$ cat config.mk
export PLATFORM = sky130hd
export DESIGN_NAME = ppdb_fifo
export DESIGN_NICKNAME = d
export VERILOG_FILES = /design/src/hw/rtl/ppdb_fifo.sv
export SDC_FILE = /design/constraint.sdc
export NUM_CORES = 1
export LEC_CHECK = 0
export ABC_CLOCK_PERIOD_IN_PS = 2450
export BUFFER_PORTS_ARGS = -buffer_cell sky130_fd_sc_hd__buf_2
export CAP_MARGIN = 5
export CORE_UTILIZATION = 37
export CTS_CLUSTER_DIAMETER = 60
export CTS_CLUSTER_SIZE = 30
export DETAILED_ROUTE_END_ITERATION = 10
export HOLD_SLACK_MARGIN = 0.02
export PLACE_DENSITY = 0.62
export SETUP_SLACK_MARGIN = 0.15
export SLEW_MARGIN = 30
export SYNTH_ARGS = -nofsm -noshare
export SYNTH_HDL_FRONTEND = slang
export SYNTH_SLANG_ARGS = --single-unit
$ cat constraint.sdc
create_clock -name clk -period 2.45 [get_ports clk]
set_clock_uncertainty 0.05 [all_clocks]
set_input_delay 0.49 -clock clk [delete_from_list [all_inputs] [get_ports clk]]
set_output_delay 0.49 -clock clk [all_outputs]
set_load 0.005 [all_outputs]
$ cat src/hw/rtl/ppdb_fifo.sv
// Small first-in first-out queue built from flip-flops.
module ppdb_fifo #(
	parameter int WIDTH = 8,
	parameter int DEPTH = 4,
	parameter int CNT_W = $clog2(DEPTH + 1)
) (
	input  logic             clk,
	input  logic             arst_n,
	input  logic             push,
	input  logic [WIDTH-1:0] wdata,
	input  logic             pop,
	output logic [WIDTH-1:0] rdata,
	output logic [CNT_W-1:0] count,
	output logic             full,
	output logic             empty
);

	localparam int PTR_W = $clog2(DEPTH);

	logic [WIDTH-1:0] mem_q [DEPTH];
	logic [PTR_W-1:0] wr_ptr_q;
	logic [PTR_W-1:0] rd_ptr_q;
	logic [CNT_W-1:0] count_q;

	always_ff @(posedge clk or negedge arst_n) begin
		if (!arst_n) begin
			wr_ptr_q <= '0;
			rd_ptr_q <= '0;
			count_q  <= '0;
		end else begin
			if (push) begin
				if (wr_ptr_q == PTR_W'(DEPTH - 1)) begin
					wr_ptr_q <= '0;
				end else begin
					wr_ptr_q <= wr_ptr_q + 1'b1;
				end
			end
			if (pop) begin
				if (rd_ptr_q == PTR_W'(DEPTH - 1)) begin
					rd_ptr_q <= '0;
				end else begin
					rd_ptr_q <= rd_ptr_q + 1'b1;
				end
			end
			if (push && !pop) begin
				count_q <= count_q + 1'b1;
			end else if (pop && !push) begin
				count_q <= count_q - 1'b1;
			end
		end
	end

	always_ff @(posedge clk) begin
		if (push) begin
			mem_q[wr_ptr_q] <= wdata;
		end
	end

	assign rdata = mem_q[rd_ptr_q];
	assign count = count_q;
	assign full  = (count_q == CNT_W'(DEPTH));
	assign empty = (count_q == '0);

endmodule

=== Yosys cells after proc, flatten, opt, wreduce, memory -nomap -nowiden ===
Memory sizes are Yosys's and may differ from the RTL's.
Index checks and enable logic that the tools add are counted.

* Flip-flop bits (word level): 7
* Bits in writable memories: 32
* Input bits: 12
* Output and inout bits: 13
* Logic and storage cells: 23
* Memories: 1

{| class="wikitable"
|+ Memories
! memory !! depth !! bits a word !! read ports !! clocked after Yosys merged registers in !! wr ports !! RTL line !! RTL
|-
| mem_q || 4 || 8 || 1 || 0 || 1 || 20 || <nowiki>logic [WIDTH-1:0] mem_q [DEPTH];</nowiki>
|}

* Add/subtract/negate cells: 4
* Equality and inequality tests: 3
* Mux-type cells: 6
* Reductions and logical operators: 6

{| class="wikitable"
|+ Operators by type and width
! kind !! count
|-
| $mux 3 || 2
|-
| $add 2x1->2 const B || 2
|-
| $eq 2x2->1 const B || 2
|-
| $mux 2 || 2
|-
| $add 3x1->3 const B || 1
|-
| $eq 3x3->1 const B || 1
|-
| $logic_not 3->1 || 1
|-
| $sub 3x1->3 const B || 1
|-
| $logic_and 1x1->1 || 2
|-
| $logic_not 1->1 || 2
|-
| $mux 1 || 2
|-
| $reduce_bool 2->1 || 1
|}

=== Longest topological paths before layout ===
* Word-level depth: 4
* Gate-level depth with buffers: 7
* Gate-level depth less buffers: 7

=== Least setup slack after synthesis ===
Ideal clock, no wire load.

* Path kind: input port to flip-flop
* From: in pop
* To: reg count_q[2], in the netlist count[2]
* Setup time: 0.079 ns
* Arrival time: 1.476 ns
* Data required time: 2.321 ns
* Slack: 0.845 ns
* Stages on the path: 7
* Path buffers: 0
* Cell sequence: inv_1 > ha_1 > inv_1 > fa_1 > xor2_1 > nor2_1 > xor2_1

* Longest elaborated chain between the ends: 3
* Elaborated cells between the ends (all ways): 5
* Those cells by class: mux: 1; reduce/logical: 4

{| class="wikitable"
|+ RTL lines
! item !! RTL line !! RTL
|-
| start, declared || 11 || <nowiki>input logic pop,</nowiki>
|-
| $logic_not 1->1 || 45 || <nowiki>if (push && !pop) begin</nowiki>
|-
| $logic_and 1x1->1 || 45 ||
|-
| $mux 3 or $reduce_bool 2->1 (tied branches) || n/a ||
|-
| end signal, assigned || 46 || <nowiki>count_q <= count_q + 1'b1;</nowiki>
|-
| end signal, assigned || 48 || <nowiki>count_q <= count_q - 1'b1;</nowiki>
|-
| end, declared || 23 || <nowiki>logic [CNT_W-1:0] count_q;</nowiki>
|}

Several ways; a longest one is shown, not always the timed one.
A chain may end at the register's enable or synchronous reset.

=== Worst setup path in the final report ===
* From: reg rd_ptr_q[0]
* To: out rdata[7]

* Longest elaborated chain between the ends: 1

{| class="wikitable"
|+ RTL lines
! item !! RTL line !! RTL
|-
| start, declared || 22 || <nowiki>logic [PTR_W-1:0] rd_ptr_q;</nowiki>
|-
| start signal, assigned || 42 || <nowiki>rd_ptr_q <= rd_ptr_q + 1'b1;</nowiki>
|-
| $mem_v2 4x8 || n/a ||
|-
| end, declared || 12 || <nowiki>output logic [WIDTH-1:0] rdata,</nowiki>
|}

Every way passes these cells.

==> metrics.md <==
| Metric | Value |
|---|---|
| I/O pin count | 25 |
| Critical path capture point type | output port |
| Clock sinks | 39 |
| Layout cells sized above 1 | 39.45% |
| Peak VDD IR | 0.5590 mV |
| Antenna Nets Post-Route | 0 |
| Core Footprint | 4029 um2 |
| Seq pwr share | 52.4% |
| WL per Instance | 15.00 um |
| Unrepaired setup endpoints after global routing | false |
| Worst-Skew Late Latency | 280 ps |
| Syn nets | 98 |
| First-pass GRT wire length | 3877 um |
| HP Class | input pin to flip-flop |
| Vias | 762 |
| CTS H-Tree Depth | 2 |
| Antenna violations before repair | 0 |
| Largest net degree at the start of global routing | 13 |
| Vias per Instance | 4.792 |
| Fmax | 480.8 MHz |
| Area contributors post-synth | edfxtp_1, mux4_2, dfrtp_1 |
| Post-Synthesis Cells | 79 |
| TritonCTS buffer count | 5 |
| Setup TNS | 0 ps |
| Fillers | 383 |
| Sw Share | 28.98% |
| Critical Path Start Type | flip-flop |
| Int Power | 1.378 mW |
| Critical-path top delay cell | dfrtp_2 |
| Final critical-path share of the clock period | 84.88% |
| Maximum clock path buffer count | 2 |
| Final setup viols | 0 |
| Max-slew headroom | 69.69% |
| Share of the synthesized area in the top cell type | 61.20% |
| Sequential share of the synthesized area | 72.35% |
| Final hold slack | 365.2 ps |
| GRT Total Usage | 12.74% |
| Yosys reg bits | 39 |
| Clock share of power | 20.6% |
| Die H | 67.15 um |
| Combinational share of power | 27.0% |
| Root Buffer | clkbuf_8 |
| Final Critical Period | 2080 ps |
| YS warnings | 0 |
| Leakage | 0.6914 nW |
| N_diodes | 0 |
| Row count | 23 |
| Actual slew at the worst max-slew pin | 454.6 ps |
| 1st-iter DRT viols | 39 |
| Layout Area Growth over Synthesis | 16.57% |
| Synth Cell Area | 1570 um2 |
| Final setup margin | 370.3 ps |
| Fin. Hold Viols | 0 |
| DRC viols | 0 |
| Routability cong. | 0.7031 |
| Place WS | 425.4 ps |
| Final WL | 2385 um |
| Synth area leader | edfxtp_1 |
| Net count, final | 128 |
| Switching power | 562.4 uW |
| CTS tree | yes |
| Worst-path cell chain | mux4_2 -> buf_2 |
| Critical path arrival | 1540 ps |
| Total power | 1.941 mW |
| Max Slew Vio Count | 0 |
| I/O Buffers | 24 |
| Mean Syn Cell Area | 19.88 um2 |
| Hpwl dp | 1655 um |
| Crit-path max cell delay | 570 ps |
| Chip Width | 67.15 um |
| Overflow after GRT | 0 |
| Clk slew on worst S/H paths | 70 ps |
| Worst setup path category | flip-flop to output port |
| PwrDens | 1060 nW/um2 |
| Crit path max fanout | 11 |
| Crit path required time | 1910 ps |
| Die area | 4508 um2 |
| Status | complete, no violations |
| Initial DRT Pass Iterations | 4 |
| Maxcap violations | 0 |
| Post-CTS setup buffers | 0 |
| Initial core utilization | 38.98% |
| Post-synth cell types | 18 |
| Vias in the first global route | 806 |
[final timing paths]
check                               to  depth (start not counted)  slack, ps   startpoint
min in group asynchronous     count[0]                          2        520       arst_n
hold reg to reg               count[2]                          1        480     count[2]
setup reg to reg              count[2]                          4        990     count[0]
setup / recovery              rdata[7]                          2        370  rd_ptr_q[0]
hold / removal             mem_q[2][0]                          1        370     wdata[0]
max in group asynchronous  rd_ptr_q[0]                          2       1650       arst_n
[layout by cell type (no fill, tap or decap), drive strengths merged]
cell and instances:
and2 4, buf 24, clkbuf 5, clkinv 2
dfrtp 7, dlygate4sd3 1, edfxtp 32, fa 1
ha 6, inv 5, mux2 3, mux4 8
nand2 1, nand3 1, nor2 2, nor3 1
nor3b 1, o21ai 2, xnor2 1, xor2 2
[worst max-delay path: cells and delay by family (launching register included)]
family / cells / cell delay [ps]
flip-flops: 1 / 570
multiplexers: 1 / 550
buffers and inverters: 1 / 140
[logic make-up after synthesis]
family,Yosys count,share of synthesized area [%]
mux,11,13.63
xor+xnor,3,1.674
buf+inv,7,2.231
flops,39,72.35
fa+ha+maj,7,6.056
compound gates,2,0.6375
simple gates,10,3.426
[synthesized netlist by cell type (all sizes together)]
master / number
ha: 6
nand3: 1
mux4: 8
buf: 2
xor2: 2
inv: 5
o21ai: 2
nor3: 1
nand2: 1
nor2: 2
xnor2: 1
nor3b: 1
dfrtp: 7
mux2: 3
fa: 1
edfxtp: 32
and2: 4
[layout make-up]
type                    count  area, um2  share of cell area (%)
clock inverters             2      13.76                  0.7519
inverters                   5      18.77                   1.025
multi-input cells          33      399.1                   21.80
well taps                  50      62.56                   3.418
flip-flops and latches     39       1137                   62.13
clock buffers               5      68.82                   3.759
repair buffers             25      130.1                   7.109
[metrics by stage]
step	instances	cell area [um2]	utilization, %
after floorplan	79	1570	-
after global placement	151	1737	43.11
after detailed placement	151	1737	43.11
after CTS	159	1831	45.43
after global routing	159	1831	45.43
final	159	1831	45.43
[repair_timing]
item	CTS	global route
hold buffers	1	0
resized for setup	1	0
hold endpoints to repair	7	0
endpoints found under the setup margin	8	0
[metal layers]
metal / GRT usage, % / wire [um] / vias to the layer above
li1: - / - / 359
met1: 14.91 / 941 / 379
met2: 20.38 / 1254 / 17
met3: 5.405 / 147 / 7
met4: 5.585 / 42 / 0
met5: 0 / 0 / -
[sequential cells by signal, summed over array words and instances, names as in the netlist]
register	count
wr_ptr_q	2
count	3
mem_q	32
rd_ptr_q	2
[power groups by stage]
stage | registers, mW | logic (mW) | clock network (mW)
4_1_cts | 1.02 | 0.542 | 0.413
2_1_floorplan | 0.949 | 0.414 | 0
3_3_place_gp | 1.02 | 0.516 | 0
3_5_place_dp | 1.04 | 0.537 | 0
6_report | 1.02 | 0.525 | 0.399
5_1_grt | 1.05 | 0.594 | 0.445
Power figures use the tool's default switching activity.
