File: src/hw/rtl/ppdb_pkg.sv
// Shared types, field widths and command codes of the temporal delay blend block.
package ppdb_pkg;

	localparam int POS_W           = 12;
	localparam int SAMPLE_W        = 8;
	localparam int DELAY_W         = 12;
	localparam int DELAY_FRAC_BITS = 8;
	localparam int PLANE_W         = 2;
	localparam int CMD_W           = 2;
	localparam int CFG_W           = 5;
	localparam int FRAME_SAMPLES   = 1 << POS_W;

	localparam int S_TDATA_W = 32;
	localparam int S_TUSER_W = 5;
	localparam int M_TDATA_W = 8;

	localparam int QUEUE_DEPTH = 4;
	localparam int OBUF_DEPTH  = 8;

	localparam logic [CMD_W-1:0] CMD_LOAD  = 2'd0;
	localparam logic [CMD_W-1:0] CMD_REAL  = 2'd1;
	localparam logic [CMD_W-1:0] CMD_FLUSH = 2'd2;
	localparam logic [CMD_W-1:0] CMD_NONE  = 2'd3;

	localparam logic [PLANE_W-1:0] PLANE_LUMA = 2'd0;

	localparam logic [SAMPLE_W-1:0] FILL_LUMA   = 8'd16;
	localparam logic [SAMPLE_W-1:0] FILL_CHROMA = 8'd128;

	localparam logic [CFG_W-1:0] HISTORY_DEPTH_RST = 5'd12;

	typedef struct packed {
		logic [CMD_W-1:0]    cmd;
		logic [POS_W-1:0]    pos;
		logic [PLANE_W-1:0]  plane;
		logic [SAMPLE_W-1:0] sample;
		logic [DELAY_W-1:0]  delay;
	} item_t;

	function automatic logic [SAMPLE_W-1:0] plane_fill(input logic [PLANE_W-1:0] plane);
		logic [SAMPLE_W-1:0] fill;
		case (plane)
			PLANE_LUMA: fill = FILL_LUMA;
			default:    fill = FILL_CHROMA;
		endcase
		return fill;
	endfunction

endpackage

File: src/hw/rtl/ppdb_front.sv
// Front end: takes items, advances the frame ring and tags each item with the ring state.
module ppdb_front import ppdb_pkg::*; #(
	parameter int MAX_HISTORY = 16,
	parameter int SLOT_W      = $clog2(MAX_HISTORY),
	parameter int DEPTH_W     = $clog2(MAX_HISTORY + 1)
) (
	input  logic                   clk,
	input  logic                   arst_n,
	input  logic [DEPTH_W-1:0]     depth,
	input  logic                   s_tvalid,
	output logic                   s_tready,
	input  logic [S_TDATA_W-1:0]   s_tdata,   // pixel_index, pixel_sample, delay_value
	input  logic [S_TUSER_W-1:0]   s_tuser,   // command, first_of_frame, plane
	input  logic                   q_full,
	output logic                   q_push,
	output item_t                  job_item,
	output logic [SLOT_W-1:0]      job_head,
	output logic [MAX_HISTORY-1:0] job_valid
);

	localparam int DF_W = ((SLOT_W > DEPTH_W) ? SLOT_W : DEPTH_W) + 1;

	logic [SLOT_W-1:0]      head_q;
	logic [MAX_HISTORY-1:0] valid_q;

	logic                   accept;
	logic                   is_pix;
	logic                   first;
	logic                   advance;
	logic [CMD_W-1:0]       cmd;
	logic [SLOT_W-1:0]      new_head;
	logic [SLOT_W-1:0]      clr_slot;
	logic [DF_W-1:0]        clr_diff;
	logic [MAX_HISTORY-1:0] valid_new;

	assign s_tready = !q_full;
	assign accept   = s_tvalid && s_tready;
	assign cmd      = s_tuser[1:0];
	assign first    = s_tuser[2];

	always_comb begin
		case (cmd)
			CMD_REAL, CMD_FLUSH: is_pix = 1'b1;
			default:             is_pix = 1'b0;
		endcase
	end

	// Unused command code is taken and dropped.
	assign q_push  = accept && (cmd != CMD_NONE);
	assign advance = accept && is_pix && first;

	always_comb begin
		if (head_q == SLOT_W'(MAX_HISTORY - 1)) begin
			new_head = '0;
		end else begin
			new_head = head_q + 1'b1;
		end
		// Slot that falls out of the history window, depth frames behind the new head.
		clr_diff = DF_W'(new_head) - DF_W'(depth);
		if (clr_diff[DF_W-1]) begin
			clr_diff = clr_diff + DF_W'(MAX_HISTORY);
		end
		clr_slot = clr_diff[SLOT_W-1:0];
		for (int i = 0; i < MAX_HISTORY; i++) begin
			if (SLOT_W'(i) == new_head) begin
				valid_new[i] = (cmd == CMD_REAL);
			end else if (SLOT_W'(i) == clr_slot) begin
				valid_new[i] = 1'b0;
			end else begin
				valid_new[i] = valid_q[i];
			end
		end
	end

	always_ff @(posedge clk or negedge arst_n) begin
		if (!arst_n) begin
			head_q  <= '0;
			valid_q <= '0;
		end else if (advance) begin
			head_q  <= new_head;
			valid_q <= valid_new;
		end
	end

	assign job_item.cmd    = cmd;
	assign job_item.pos    = s_tdata[11:0];
	assign job_item.sample = s_tdata[19:12];
	assign job_item.delay  = s_tdata[31:20];
	assign job_item.plane  = s_tuser[4:3];
	assign job_head        = advance ? new_head : head_q;
	assign job_valid       = advance ? valid_new : valid_q;

endmodule

File: config.mk
export PLATFORM = sky130hd
export DESIGN_NAME = ppdb_front
export DESIGN_NICKNAME = d
export VERILOG_FILES = /design/src/hw/rtl/ppdb_pkg.sv /design/src/hw/rtl/ppdb_front.sv
export SDC_FILE = /design/constraint.sdc
export NUM_CORES = 1
export LEC_CHECK = 0
export BUFFER_PORTS_ARGS = -buffer_cell sky130_fd_sc_hd__buf_2
export CORE_ASPECT_RATIO = 0.6
export CORE_UTILIZATION = 25
export DETAILED_ROUTE_END_ITERATION = 7
export PLACE_DENSITY_LB_ADDON = 0.1
export SYNTH_ARGS = -nofsm -noshare
export SYNTH_HDL_FRONTEND = slang
export SYNTH_SLANG_ARGS = --single-unit
File: constraint.sdc
create_clock -name clk -period 3.4 [get_ports clk]
set_input_delay 0.17 -clock clk [delete_from_list [all_inputs] [get_ports clk]]
set_output_delay 0.17 -clock clk [all_outputs]
set_load 0.01 [all_outputs]
# Word-level counts from Yosys, hierarchy flattened

Index checks and enable logic that the tools add are counted.

$add $sub $neg: 3
Equal/unequal tests: 34
Multiplexer cells: 37
Reductions and logical operators: 8

Operator list:

| cell                | number |
|---|---|
| $eq 4x4->1 const A  | 16 |
| $mux 1              | 33 |
| $eq 3x4->1 const A  | 8 |
| $eq 2x4->1 const A  | 4 |
| $mux 16             | 1 |
| $mux 4              | 3 |
| $add 4x1->4 const B | 2 |
| $eq 1x4->1 const A  | 2 |
| $logic_not 4->1     | 2 |
| $sub 4x5->6         | 1 |
| $eq 4x4->1 const B  | 1 |
| $logic_and 1x1->1   | 4 |
| $eq 2x1->1 const B  | 1 |
| $eq 2x2->1 const B  | 1 |
| $ne 2x2->1 const B  | 1 |
| $reduce_or 2->1     | 1 |
| $logic_not 1->1     | 1 |

Register bits after elaboration: 20
Output and inout port bits: 58
Word-level logic and storage cells: 84

# Logic depth before layout (Yosys ltp)

Depth in word-level cells: 9
Mapped depth: 12
Gate-level depth less buffers: 11

# Worst setup path after synthesis

OpenSTA, ideal clock, no wires.

Path kind: register -> output
Start: register head_q[0]
End: output job_valid[10]
Arrival: 2.925 ns
Data required time: 3.230 ns
Path slack: 0.305 ns
Cell stages (with the launch flop): 11
Cells stage by stage: dfrtp_1 -> ha_1 -> clkbuf_1 -> xor2_1 -> ha_1 -> and3b_1 -> or3_4 -> and3_4 -> buf_6 -> or4_1 -> a31o_1

Longest elaborated chain between the ends: 9
Elaborated cells on any way between the ends: 11
Classes of those cells: add/sub (3); eq/ne (3); mux (5)

Ends and longest elaborated chain:

| item                                      | RTL line                           | text |
|---|---|---|
| start: declaration                        | ppdb_front.sv:23                   | `logic [SLOT_W-1:0] head_q;` |
| start signal: assignment                  | ppdb_front.sv:80                   | `head_q <= new_head;` |
| $add 4x1->4 or $eq 4x4->1 (tied branches) | ppdb_front.sv:56, ppdb_front.sv:53 |  |
| $mux 4 *                                  | ppdb_front.sv:53                   | `if (head_q == SLOT_W'(MAX_HISTORY - 1)) begin` |
| $sub 4x5->6                               | ppdb_front.sv:59                   | `clr_diff = DF_W'(new_head) - DF_W'(depth);` |
| $add 4x1->4                               | ppdb_front.sv:61                   | `clr_diff = clr_diff + DF_W'(MAX_HISTORY);` |
| $mux 4                                    | ppdb_front.sv:60                   | `if (clr_diff[DF_W-1]) begin` |
| $eq 4x4->1                                | ppdb_front.sv:67                   | `end else if (SLOT_W'(i) == clr_slot) begin` |
| $mux 1                                    | ppdb_front.sv:67                   |  |
| $mux 1 *                                  | ppdb_front.sv:65                   | `if (SLOT_W'(i) == new_head) begin` |
| $mux 16 *                                 | --                                 |  |
| end: declaration                          | ppdb_front.sv:18                   | `output logic [MAX_HISTORY-1:0] job_valid` |

Every way passes the cells marked *; elsewhere a longest branch is shown, timed or not.

# Worst setup path after layout

Start: register head_q[1]
End: output job_valid[11]

The elaborated chain is that of the path after synthesis.

==> results.yml <==
timing:
  setup_viol: 0
  rsz0062_at_grt: "no"
  hold_viol: 0
  whs_ns: 0.340
  min_period_over_period_pct: 95.9
  slew_headroom_pct: 50.2
  drv_slew: 0
  post-route-min-period_ns: 3.26
  worst_slew_pin_slew_ns: 0.744
  fin_ws_ns: 0.140
  skew_ns: 0.00135
  maxClockFrequency_mhz: 307
yosys:
  synth_warnings: 0
  synth_top_area_share_pct: 28.1
  ys_top_cells_by_count: "buf_4, nand2_1, dfrtp_1"
  ys_async_sr_fraction_pct: 100
  synth.most_common_cell: "buf_4"
  netlist_area_sq_mm: 0.00178
  synth_ff_type: "dfrtp_1"
  synth-edff-count: 0
  synth_area_leader_cell: "dfrtp_1"
  synthesis.area_per_instance_sq_um: 8.55
  syn_nets: 265
  postSynthCellCount: 208
  ys_top_cells_by_area: "dfrtp_1, buf_4, ha_1"
  ys_types: 53
  ys_ff_latch: 20
  ys_seq_area_share_pct: 28.1
clock_tree:
  htree_levels: 1
  tritoncts: "built"
  numCtsBuffers: 3
  clock-root-buffer: "clkbuf_16"
  clkLatencyLatePin_ns: 0.26
  cts_buffer_depth: 2
  postCtsSetupBuffers: 0
  clock_sinks: 20
  path_clk_slew_ns: 0.06
power_and_ir_drop:
  power_mw: 1.63
  irDropWorstVdd_mv: 0.258
  leakage_nw: 0.884
  power_density_mw_per_mm2: 837
final_layout:
  n_antenna_cell: 0
  fin_area_sq_mm: 0.00195
  nets: 270
  final_layout_size_suffix_gt1_share_pct: 29.4
  multiInputGateArea_sq_um: 966
  seq_area_sq_um: 502
  final_cell_count_no_fill: 298
  area_growth_pct: 9.70
  fillers: 724
setup_path:
  worstSetupPathType: "reg2out"
  slowest_delay_ns: 0.52
  start_kind: "flip-flop"
  critPathMaxFanout: 10
  crit_required_ns: 3.23
  crit_chain: "ha_4 > xor2_2 > ha_1 > and3b_1 > or3_4 > and3_4 > or4b_1 > a31o_1 > buf_2"
  worstPathArrival_ns: 3.09
  cpMaxStageDelayCell: "or4b_1"
  end_kind: "primary output"
grt:
  use_met2_pct: 17.9
  grt_first_pass_wirelength_microns: 7750
  overflow: 0
  grt_pass1_vias: 1325
  met3_usage_pct: 4.85
  grt_max_degree: 21
  grt_usage_pct: 13.9
  antenna_found_initial: 0
  top_usage_layer: "met1"
  grt_util_met1_pct: 21.4
drt:
  detail_route.wl_per_cell_microns: 16.2
  wl_microns: 4840
  routed_via_density: 4.78
  first_pass_iters: 5
  antenna_left: 0
  routed-via-count: 1425
  drtIter0Drc: 90
  remaining_drc_errors: 0
floorplan:
  fp.dieH_microns: 67.3
  start_util_pct: 26.3
  dieArea_sq_mm: 0.00747
  die_width_microns: 111
  rows: 23
  ios: 104
  core_sq_mm: 0.00676
placement:
  place_area_sq_mm: 0.00182
  dp.final_hpwl_microns: 3650
  io_buffers: 34
  pre_cts_slack_ns: 0.193
  gp_congestion: 0.720
  dp_cells: 294
run_status:
  status: "completed"
min_path:
  hold_class: "in2out"
job:
  max-cap-violations: 0
[metal layers]
layer / up-vias / share of wire (%)
met4: 0 / 0.56
met5: - / 0
met3: 5 / 6.4
li1: 701 / -
met1: 680 / 56
met2: 39 / 37
[what timing repair did]
item | in CTS | in global routing
hold buffers | 1 | 0
gates resized for setup | 4 | 6
pin swaps | 0 | 1
hold endpoints to repair | 20 | 0
endpoints found under the setup margin | 9 | 16
[power by group]
part / switching (mW) / internal, mW / total [mW]
registers: 0.0381 / 0.279 / 0.318
clock network: 0.100 / 0.156 / 0.256
logic: 0.647 / 0.414 / 1.06
[cells by family (layout without fill, tap and decap cells)]
logic type	after synthesis	in the layout	share of synthesized area [%]
DFF	20	20	28.1
xor gates and xnor gates	4	4	1.97
adders and majority gates	11	11	8.16
buffers and inverters	57	60	20.3
and+or+nand+nor	60	60	17.9
AOI/OAI and AO/OA	52	52	21.3
muxes	4	4	2.25
[per-stage QoR]
step	TNS [ns]	util, %
floorplan	0	-
global placement	0	27.0
detailed placement	0	27.0
CTS	-0.00669	28.6
global route	0	28.9
finish	0	28.9
[flip-flops by register name (all words and copies together) (netlist names)]
signal,count
valid_q,16
head_q,4
[worst max-delay path: cells and delay by family (launching register included)]
family | cells | cell delay, ns
AO/OA/AOI/OAI | 1 | 0.24
AND/OR/NAND/NOR | 4 | 1.34
adder cells (fa/ha/maj) | 2 | 0.51
buffers and inverters | 1 | 0.14
flip-flops | 1 | 0.45
XOR/XNOR | 1 | 0.16
[cell usage in the layout (no fill, tap or decap), types with 3 or more instances in the layout]
master	instances
ha_1	9
buf_2	34
buf_4	10
or2_2	3
inv_1	12
o41ai_1	3
a21oi_1	3
mux2i_1	4
dfrtp_1	19
o21ai_0	15
o211a_1	3
clkbuf_16	3
nand2_1	27
a2bb2oi_1	3
nor2_1	8
[path summary, 6_finish.rpt]
kind	start	endpoint	slack [ns]	cells past startpoint
setup / recovery	head_q[1]	job_valid[11]	0.14	9
hold / removal	s_tdata[13]	job_item[13]	0.34	0
setup reg to reg	head_q[1]	valid_q[11]	0.59	8
hold reg to reg	valid_q[7]	valid_q[7]	0.50	1
max in group asynchronous	arst_n	head_q[1]	2.62	2
min in group asynchronous	arst_n	head_q[2]	0.41	2
[final cells by class]
type,count,share of cell area [%]
multi-input cells,131,49.5
inverters,12,2.31
flip-flops and latches,20,25.7
well taps,87,5.58
repair buffers,45,13.1
clock buffers,3,3.85
No activity file was read; power rests on OpenSTA's default activity.
